File: src/mrp_pkg.sv
package mrp_pkg;

  localparam int MaxLinesDefault = 128;
  localparam int LineSizeDefault = 128;

  localparam logic [7:0] ChCr    = 8'h0D;
  localparam logic [7:0] ChLf    = 8'h0A;
  localparam logic [7:0] ChQuote = 8'd34;
  localparam logic [7:0] ChSpace = 8'd32;
  localparam logic [7:0] ChLast  = 8'd126;
  localparam logic [7:0] ChO     = 8'h4F;
  localparam logic [7:0] ChK     = 8'h4B;
  localparam logic [7:0] ChE     = 8'h45;
  localparam logic [7:0] ChR     = 8'h52;
  localparam logic [7:0] ChPlus  = 8'h2B;

  localparam logic [1:0] ModePlus = 2'd0;
  localparam logic [1:0] ModeFree = 2'd1;
  localparam logic [1:0] ModeSms  = 2'd2;

  localparam logic [1:0] StatusPending  = 2'd0;
  localparam logic [1:0] StatusComplete = 2'd1;
  localparam logic [1:0] StatusError    = 2'd2;

  localparam logic [1:0] OutcomeError    = 2'd0;
  localparam logic [1:0] OutcomeOk       = 2'd1;
  localparam logic [1:0] OutcomeProgress = 2'd2;

  localparam logic [1:0] StoreNone  = 2'd0;
  localparam logic [1:0] StoreOne   = 2'd1;
  localparam logic [1:0] StoreSpace = 2'd2;

  typedef enum logic [27:0] {
    ST_WAIT         = 28'h0000001,
    ST_LEAD_LF      = 28'h0000002,
    ST_LINE_START   = 28'h0000004,
    ST_O            = 28'h0000008,
    ST_E            = 28'h0000010,
    ST_PLUS         = 28'h0000020,
    ST_OK           = 28'h0000040,
    ST_OK_CR        = 28'h0000080,
    ST_ER           = 28'h0000100,
    ST_ERR          = 28'h0000200,
    ST_ERRO         = 28'h0000400,
    ST_ERROR        = 28'h0000800,
    ST_ERROR_CR     = 28'h0001000,
    ST_PLUS_TEXT    = 28'h0002000,
    ST_PLUS_LF      = 28'h0004000,
    ST_PLUS_NEXT    = 28'h0008000,
    ST_BLANK_LF     = 28'h0010000,
    ST_BLANK_END    = 28'h0020000,
    ST_FREE_TEXT    = 28'h0040000,
    ST_FREE_LF      = 28'h0080000,
    ST_FREE_NEXT    = 28'h0100000,
    ST_FREE_CR_LF   = 28'h0200000,
    ST_FREE_END     = 28'h0400000,
    ST_SMS_TEXT     = 28'h0800000,
    ST_SMS_LF       = 28'h1000000,
    ST_SMS_NEXT     = 28'h2000000,
    ST_SMS_CR_LF    = 28'h4000000,
    ST_SMS_END      = 28'h8000000
  } state_t;

  typedef struct packed {
    logic [1:0] parse_status;
    logic [1:0] reply_outcome;
    logic [7:0] lines_stored;
    logic [1:0] store_count;
    logic [6:0] store_line;
    logic [6:0] store_column;
    logic [7:0] store_char;
  } result_t;

  function automatic logic is_printable(input logic [7:0] c);
    return (c >= ChSpace) && (c <= ChLast);
  endfunction

  function automatic logic [7:0] sat_inc(input logic [7:0] v);
    return (v == 8'hFF) ? v : v + 8'd1;
  endfunction

endpackage

File: src/modem_response_parser.sv
// Byte-serial parser for a modem reply: CR LF, optional text lines, then
// OK or ERROR with CR LF. The text line syntax follows the mode register.
// The input channel (in_valid, in_stall, rx_byte) takes one byte per
// transfer. Each byte yields exactly one result on the output channel
// (out_valid, out_stall and the result fields): the parse status, the
// outcome, the completed line count and a write command for the line table.
// Each result is registered in the output register or the second entry. The
// block takes one byte per cycle while in_stall is low; next state and write
// decode is combinational between the parser state and output registers.
// A second output entry holds one more result, so a byte is still taken
// while a result waits; in_stall rises only once both entries are full and
// the receiver stalls, and falls again at the edge of the next output transfer.
// The user must write the mode register through cfg_write and cfg_data only while idle; the block does not enforce it.
// Synchronous reset puts the parser in the waiting state with outcome in
// progress, clears the line count, cursor and mode, and empties the output.
module modem_response_parser #(
  parameter int MAX_LINES = mrp_pkg::MaxLinesDefault,
  parameter int LINE_SIZE = mrp_pkg::LineSizeDefault
) (
  input  logic       clk,
  input  logic       rst,
  input  logic       cfg_write,
  input  logic [1:0] cfg_data,
  input  logic       in_valid,
  output logic       in_stall,
  input  logic [7:0] rx_byte,
  output logic       out_valid,
  input  logic       out_stall,
  output logic [1:0] parse_status,
  output logic [1:0] reply_outcome,
  output logic [7:0] lines_stored,
  output logic [1:0] store_count,
  output logic [6:0] store_line,
  output logic [6:0] store_column,
  output logic [7:0] store_char
);

  import mrp_pkg::*;

  localparam logic [8:0] MaxLinesW = 9'(MAX_LINES);
  localparam logic [8:0] LineSizeW = 9'(LINE_SIZE);

  logic [1:0] reply_mode;
  state_t     state;
  state_t     state_next;
  logic [7:0] cursor;
  logic [7:0] cursor_next;
  logic [7:0] text_lines;
  logic [7:0] text_lines_next;
  logic [1:0] outcome;
  logic [1:0] outcome_next;

  result_t    res;
  result_t    out_reg;
  result_t    skid_reg;
  logic       skid_valid;
  logic       push;
  logic       pop;

  logic       put_en;
  logic       put_space;
  logic [7:0] put_c;
  logic [7:0] cur_base;
  logic [7:0] lc_base;
  logic       err;

  assign push     = in_valid && !in_stall;
  assign pop      = out_valid && !out_stall;
  assign in_stall = skid_valid;

  always_comb begin
    err          = 1'b0;
    state_next   = state;
    outcome_next = outcome;
    lc_base      = text_lines;
    cur_base     = cursor;
    put_en       = 1'b0;
    put_space    = 1'b0;
    put_c        = rx_byte;
    res          = '0;
    res.parse_status = StatusPending;

    case (state)
      ST_WAIT: begin
        outcome_next = OutcomeProgress;
        lc_base      = 8'd0;
        cur_base     = 8'd0;
        if (rx_byte == ChCr) state_next = ST_LEAD_LF;
        else err = 1'b1;
      end
      ST_LEAD_LF: begin
        if (rx_byte == ChLf) state_next = ST_LINE_START;
        else err = 1'b1;
      end
      ST_PLUS_LF: begin
        if (rx_byte == ChLf) state_next = ST_PLUS_NEXT;
        else err = 1'b1;
      end
      ST_BLANK_LF: begin
        if (rx_byte == ChLf) state_next = ST_BLANK_END;
        else err = 1'b1;
      end
      ST_FREE_LF: begin
        if (rx_byte == ChLf) state_next = ST_FREE_NEXT;
        else err = 1'b1;
      end
      ST_FREE_CR_LF: begin
        if (rx_byte == ChLf) state_next = ST_FREE_END;
        else err = 1'b1;
      end
      ST_SMS_LF: begin
        if (rx_byte == ChLf) state_next = ST_SMS_NEXT;
        else err = 1'b1;
      end
      ST_SMS_CR_LF: begin
        if (rx_byte == ChLf) state_next = ST_SMS_END;
        else err = 1'b1;
      end
      ST_LINE_START: begin
        if (rx_byte == ChO) state_next = ST_O;
        else if (rx_byte == ChE) state_next = ST_E;
        else if (rx_byte == ChPlus && (reply_mode == ModePlus || reply_mode == ModeSms))
          state_next = ST_PLUS;
        else if (reply_mode == ModeFree && is_printable(rx_byte)) begin
          put_en     = 1'b1;
          state_next = ST_FREE_TEXT;
        end else err = 1'b1;
      end
      ST_O: begin
        if (rx_byte == ChK) state_next = ST_OK;
        else err = 1'b1;
      end
      ST_E: begin
        if (rx_byte == ChR) state_next = ST_ER;
        else err = 1'b1;
      end
      ST_PLUS: begin
        if (is_printable(rx_byte)) begin
          put_en     = 1'b1;
          state_next = ST_PLUS_TEXT;
        end else err = 1'b1;
      end
      ST_OK: begin
        if (rx_byte == ChCr) state_next = ST_OK_CR;
        else err = 1'b1;
      end
      ST_OK_CR: begin
        state_next = ST_WAIT;
        if (rx_byte == ChLf) begin
          cur_base         = 8'd0;
          outcome_next     = OutcomeOk;
          res.parse_status = StatusComplete;
        end else begin
          outcome_next     = OutcomeError;
          res.parse_status = StatusError;
        end
      end
      ST_ER: begin
        if (rx_byte == ChR) state_next = ST_ERR;
        else err = 1'b1;
      end
      ST_ERR: begin
        if (rx_byte == ChO) state_next = ST_ERRO;
        else err = 1'b1;
      end
      ST_ERRO: begin
        if (rx_byte == ChR) state_next = ST_ERROR;
        else err = 1'b1;
      end
      ST_ERROR: begin
        if (rx_byte == ChCr) state_next = ST_ERROR_CR;
        else err = 1'b1;
      end
      ST_ERROR_CR: begin
        if (rx_byte == ChLf) begin
          state_next       = ST_WAIT;
          cur_base         = 8'd0;
          outcome_next     = OutcomeError;
          res.parse_status = StatusComplete;
        end else err = 1'b1;
      end
      ST_PLUS_TEXT, ST_FREE_TEXT: begin
        if (is_printable(rx_byte)) begin
          put_en    = 1'b1;
          put_space = (state == ST_PLUS_TEXT) && (reply_mode == ModeSms)
                      && (rx_byte == ChQuote);
        end else if (rx_byte == ChCr) begin
          lc_base    = sat_inc(text_lines);
          cur_base   = 8'd0;
          state_next = (state == ST_PLUS_TEXT) ? ST_PLUS_LF : ST_FREE_LF;
        end else err = 1'b1;
      end
      ST_PLUS_NEXT: begin
        if (reply_mode == ModePlus && rx_byte == ChPlus) state_next = ST_PLUS;
        else if (reply_mode == ModePlus && rx_byte == ChCr) state_next = ST_BLANK_LF;
        else if (reply_mode == ModeSms && is_printable(rx_byte)) begin
          put_en     = 1'b1;
          state_next = ST_SMS_TEXT;
        end else err = 1'b1;
      end
      ST_BLANK_END, ST_FREE_END, ST_SMS_END: begin
        if (rx_byte == ChO) state_next = ST_O;
        else if (rx_byte == ChE) state_next = ST_E;
        else if (state == ST_SMS_END && rx_byte == ChPlus) state_next = ST_PLUS;
        else err = 1'b1;
      end
      ST_FREE_NEXT: begin
        if (rx_byte == ChCr) begin
          cur_base   = 8'd0;
          state_next = ST_FREE_CR_LF;
        end else err = 1'b1;
      end
      ST_SMS_TEXT: begin
        if (reply_mode == ModeSms && is_printable(rx_byte)) begin
          put_en = 1'b1;
        end else if (reply_mode == ModeSms && rx_byte == ChCr) begin
          cur_base   = 8'd0;
          lc_base    = sat_inc(text_lines);
          state_next = ST_SMS_LF;
        end else err = 1'b1;
      end
      ST_SMS_NEXT: begin
        if (rx_byte == ChCr) state_next = ST_SMS_CR_LF;
        else err = 1'b1;
      end
      default: begin
        state_next = ST_WAIT;
      end
    endcase

    cursor_next     = cur_base;
    text_lines_next = lc_base;

    if (put_en && ({1'b0, lc_base} < MaxLinesW)) begin
      res.store_line = lc_base[6:0];
      if ({1'b0, cur_base} < LineSizeW) begin
        res.store_column = cur_base[6:0];
        if (!put_space) begin
          res.store_count = StoreOne;
          res.store_char  = put_c;
        end else if (({1'b0, cur_base} + 9'd1) < LineSizeW) begin
          res.store_count = StoreSpace;
          res.store_char  = put_c;
        end else begin
          res.store_count = StoreOne;
          res.store_char  = ChSpace;
        end
      end
      cursor_next = put_space ? sat_inc(sat_inc(cur_base)) : sat_inc(cur_base);
    end

    if (state == ST_SMS_TEXT && put_en && ({1'b0, cursor_next} >= LineSizeW)) begin
      text_lines_next = sat_inc(lc_base);
      cursor_next     = 8'd0;
    end

    if (err) begin
      state_next       = ST_WAIT;
      res.parse_status = StatusError;
    end

    res.reply_outcome = outcome_next;
    res.lines_stored  = text_lines_next;
  end

  always_ff @(posedge clk) begin
    if (rst) begin
      reply_mode <= ModePlus;
      state      <= ST_WAIT;
      cursor     <= 8'd0;
      text_lines <= 8'd0;
      outcome    <= OutcomeProgress;
    end else begin
      if (cfg_write) reply_mode <= cfg_data;
      if (push) begin
        state      <= state_next;
        cursor     <= cursor_next;
        text_lines <= text_lines_next;
        outcome    <= outcome_next;
      end
    end
  end

  always_ff @(posedge clk) begin
    if (rst) begin
      out_valid  <= 1'b0;
      skid_valid <= 1'b0;
    end else if (!out_valid || pop) begin
      if (skid_valid) begin
        out_reg    <= skid_reg;
        out_valid  <= 1'b1;
        skid_valid <= 1'b0;
      end else begin
        if (push) out_reg <= res;
        out_valid <= push;
      end
    end else if (push) begin
      skid_reg   <= res;
      skid_valid <= 1'b1;
    end
  end

  assign parse_status  = out_reg.parse_status;
  assign reply_outcome = out_reg.reply_outcome;
  assign lines_stored  = out_reg.lines_stored;
  assign store_count   = out_reg.store_count;
  assign store_line    = out_reg.store_line;
  assign store_column  = out_reg.store_column;
  assign store_char    = out_reg.store_char;

  a_skid_behind_out: assert property (@(posedge clk) disable iff (rst)
    skid_valid |-> out_valid)
    else $error("second output entry holds a result while the first is empty");

  a_no_write_clean: assert property (@(posedge clk) disable iff (rst)
    (out_valid && store_count == StoreNone) |-> (store_column == 7'd0 && store_char == 8'd0))
    else $error("column or character set without a write");

  a_full_stalls: assert property (@(posedge clk) disable iff (rst)
    (out_valid && out_stall && push) |=> in_stall)
    else $error("input not stalled with both output entries full");

endmodule

File: config.mk
export PLATFORM = sky130hd
export DESIGN_NAME = modem_response_parser
export DESIGN_NICKNAME = d
export VERILOG_FILES = /design/src/mrp_pkg.sv /design/src/modem_response_parser.sv
export SDC_FILE = /design/constraint.sdc
export NUM_CORES = 1
export LEC_CHECK = 0
export BUFFER_PORTS_ARGS = -buffer_cell sky130_fd_sc_hd__buf_4
export CAP_MARGIN = 20
export CELL_PAD_IN_SITES_DETAIL_PLACEMENT = 1
export CELL_PAD_IN_SITES_GLOBAL_PLACEMENT = 2
export CORE_MARGIN = 3
export CORE_UTILIZATION = 35
export CTS_CLUSTER_DIAMETER = 200
export DETAILED_ROUTE_END_ITERATION = 8
export GPL_TIMING_DRIVEN = 0
export PLACE_DENSITY_LB_ADDON = 0.1
export SETUP_SLACK_MARGIN = 0.3
export SLEW_MARGIN = 20
export SYNTH_ARGS = -nofsm -noshare
export SYNTH_HDL_FRONTEND = slang
export SYNTH_SLANG_ARGS = --single-unit
File: constraint.sdc
create_clock -name clk -period 12.4 [get_ports clk]
set_clock_uncertainty 0.15 [all_clocks]
set_input_delay 2.48 -clock clk [delete_from_list [all_inputs] [get_ports clk]]
set_output_delay 2.48 -clock clk [all_outputs]
set_load 0.03 [all_outputs]
==> results.cfg <==
[timing]
setup_viol = 0
hold_viol = 0
tns_ps = 0
max_freq_mhz = 125
drv_slew = 0
worst_slew_pin_slew_ps = 1060
rsz0062_at_grt = false
finalCritPeriodShare = 0.645
layout_setup_ws_ps = 4410
relSlewSlack = 0.284
min_period_ps = 7990

[global_route]
grt_pass1_vias = 6987
use_met1 = 0.306
use_met2 = 0.368
busiest_layer = met2
grt_first_pass_wirelength_mm = 41.4
grt.total_usage = 0.225
grt_start_max_net_pins = 23
grt_overflow = 0
grtUsageMet3 = 0.0328
antenna_found_initial = 0

[detailed_routing]
viasPerCell = 5.89
first_pass_iters = 8
ant_nets = 0
drtIter0Drc = 472
via_count = 6990
post_drt_wl_per_cell_um = 22.3
drc = 0
routed_wirelength_mm = 26.5

[pwr]
power_frac_comb = 0.053
pwr-share-seq = 0.416
clockPowerShare = 0.531
intPower_uw = 794
max-vdd-ir-drop_v = 0.0000834
switching_share = 0.245
p_sw_uw = 257
pwr_density_cell_mw_per_mm2 = 116
p_leak_nw = 3.20

[final_layout]
syn_to_final_growth_pct = 18.8
largest_register_ffs = 36
fin_nets = 918
final.fill_count = 2465
drive_gt1_frac = 0.190
utilization = 0.427
n_antenna_cell = 0

[worst_hold_path]
holdCritPathClass = flip-flop to flip-flop

[clock_tree]
numClockSinks = 122
cts_tree = built
clock_latency_ps = 430
cts_resized = 0
cts_buffers = 17
cts_hold_buf = 0
cts_setup_buffers = 0
clkTransAtPathRegs_ps = 60
clockBufferDepth = 2
htree_levels = 4
cts_root_buffer = clkbuf_16

[floorplanning]
io_pins = 53
die-area_mm2 = 0.0235
die_w_um = 153
start_util = 0.359
fp.dieH_um = 153
core-area_mm2 = 0.0212
rows = 53

[worst_setup_path]
r2r_end = cursor[4]$_SDFFE_PP0P_
reg2reg_depth = 21
worst-path-max-fanout = 10
crit_start = rx_byte[1]
r2r_start = state[8]$_SDFFE_PP0P_
crit_end = cursor[4]$_SDFFE_PP0P_
cp-start-kind = primary input
end_kind = flip-flop
critPathKind = primary input to flip-flop
cp.arrival_ps = 8130
cp.required_ps = 12530
worst-r2r-setup-slack_ps = 5890

[place]
place_ws_ps = 4000
portBuffers = 50
hpwl_mm = 20.0
place_congestion = 0.864

[synthesis]
synth-seq-cells = 122
yosysSeqAreaShare = 0.416
synth.cell_area_mm2 = 0.00760
ys.flop_type = edfxtp_1
syn_area_per_cell_um2 = 9.19
synth-edff-count = 72
yosys_warnings = 0
synth_fp_nets = 846
async_flop_share = 0
synth.distinct_cells = 96
synthCells = 827

[outcome]
status = completed

[job]
drv_cap = 0
[power groups by stage]
stage / Sequential, mW / Clock, mW / Combinational, mW
detailed placement: 0.447 / 0 / 0.0560
floorplan: 0.456 / 0 / 0.0209
CTS: 0.438 / 0.565 / 0.0564
finish: 0.438 / 0.558 / 0.0559
global route: 0.438 / 0.583 / 0.0602
global placement: 0.447 / 0 / 0.0530
[Yosys cell counts (5+ instances only)]
master,count,area share
or2_2,6,0.0049
nor2b_1,13,0.011
xnor2_1,5,0.0058
nand3b_1,6,0.0059
clkbuf_1,34,0.017
nand2_1,76,0.038
a21oi_1,32,0.021
or3_1,5,0.0041
o31ai_1,12,0.012
nor4_4,6,0.017
a22oi_1,15,0.015
edfxtp_1,72,0.28
inv_1,14,0.0069
nor2_1,85,0.042
nand4_1,17,0.014
nand2b_1,13,0.011
xor2_1,5,0.0058
and2_1,24,0.020
a31oi_1,17,0.014
o21ai_0,33,0.022
nor4_1,23,0.019
and4_1,5,0.0058
mux2i_1,9,0.012
mux2_2,26,0.039
o21a_1,5,0.0049
nor3_1,34,0.022
and3_1,7,0.0058
dfxtp_1,50,0.13
nand3_1,46,0.030
buf_2,9,0.0059
nor4b_1,7,0.0081
or4_1,8,0.0079
[final cells by class]
cell class,instances,area [µm²],area share
plain buffers,47,204,0.0226
inverters,15,56.3,0.00623
multi-input cells,643,4200,0.465
repair buffers,53,429,0.0475
clock inverters,14,210,0.0233
clock buffers,18,429,0.0475
flip-flops and latches,122,3160,0.350
well taps,275,344,0.0381
[per-layer routing]
| metal | part of all wire | routed length [µm] |
|---|---|---|
| met3 | 0.046 | 1210 |
| met1 | 0.46 | 12100 |
| met4 | 0.026 | 679 |
| met5 | 0 | 0 |
| met2 | 0.47 | 12500 |
[placed cells by master (no fill, tap or decap), types with 7 or more instances in the layout]
| master | Yosys | final |
|---|---|---|
| a21oi_1 | 32 | 32 |
| a22oi_1 | 15 | 15 |
| a31oi_1 | 17 | 17 |
| and2_1 | 24 | 24 |
| and3_1 | 7 | 7 |
| buf_2 | 9 | 9 |
| buf_4 | 0 | 50 |
| clkbuf_1 | 34 | 35 |
| clkbuf_16 | 0 | 17 |
| dfxtp_1 | 50 | 50 |
| edfxtp_1 | 72 | 72 |
| inv_1 | 14 | 14 |
| mux2_2 | 26 | 26 |
| mux2i_1 | 9 | 9 |
| nand2_1 | 76 | 76 |
| nand2b_1 | 13 | 13 |
| nand3_1 | 46 | 46 |
| nand4_1 | 17 | 17 |
| nor2_1 | 85 | 84 |
| nor2b_1 | 13 | 13 |
| nor3_1 | 34 | 34 |
| nor4_1 | 23 | 23 |
| nor4b_1 | 7 | 7 |
| o21ai_0 | 33 | 33 |
| o31ai_1 | 12 | 12 |
| or4_1 | 8 | 8 |
[kinds of logic after synthesis]
kind of cell	Yosys count	share of synthesized area
AND/OR/NAND/NOR	423	0.322
other	1	0.000493
AO/OA/AOI/OAI	168	0.155
flip-flops	122	0.416
XOR/XNOR	10	0.0115
multiplexers	37	0.0543
buffers and inverters	62	0.0342
adder cells (fa/ha/maj)	4	0.00658
[worst min path at each step]
stage,from,endpoint,cells after the start
floorplan,outcome[1]$_SDFFE_PP1P_,outcome[1]$_SDFFE_PP1P_,2
global placement,outcome[1]$_SDFFE_PP1P_,outcome[1]$_SDFFE_PP1P_,2
detailed placement,outcome[1]$_SDFFE_PP1P_,outcome[1]$_SDFFE_PP1P_,2
CTS,state[9]$_SDFFE_PP0P_,state[9]$_SDFFE_PP0P_,2
global route,outcome[0]$_SDFFE_PP0P_,outcome[0]$_SDFFE_PP0P_,2
finish,cursor[6]$_SDFFE_PP0P_,cursor[6]$_SDFFE_PP0P_,1
[critical path, cell delays in order]
cell and delay (ps):
clkbuf_1 380, or3b_2 500, or2_2 300, clkbuf_1 270
a22oi_1 290, nand3_1 340, and2_1 310, ha_1 180
clkbuf_1 200, and3_1 280, and3_1 230, and3_1 200
nand2_1 160, mux2_2 380, ha_1 240, o211ai_1 140
nor3b_1 110, a211o_1 330, a2bb2oi_1 150, and4bb_2 230
or3_1 380
[metrics by stage]
step / cells / instance area, µm² / total power [mW] / hold WS [ps]
after floorplan: 827 / 7600 / 0.477 / 284
after global placement: 1152 / 8320 / 0.500 / 301
after detailed placement: 1155 / 8400 / 0.503 / 310
after CTS: 1187 / 9040 / 1.06 / 358
after global routing: 1187 / 9040 / 1.08 / 383
final: 1187 / 9040 / 1.05 / 361
(Power assumes the default switching activity.)
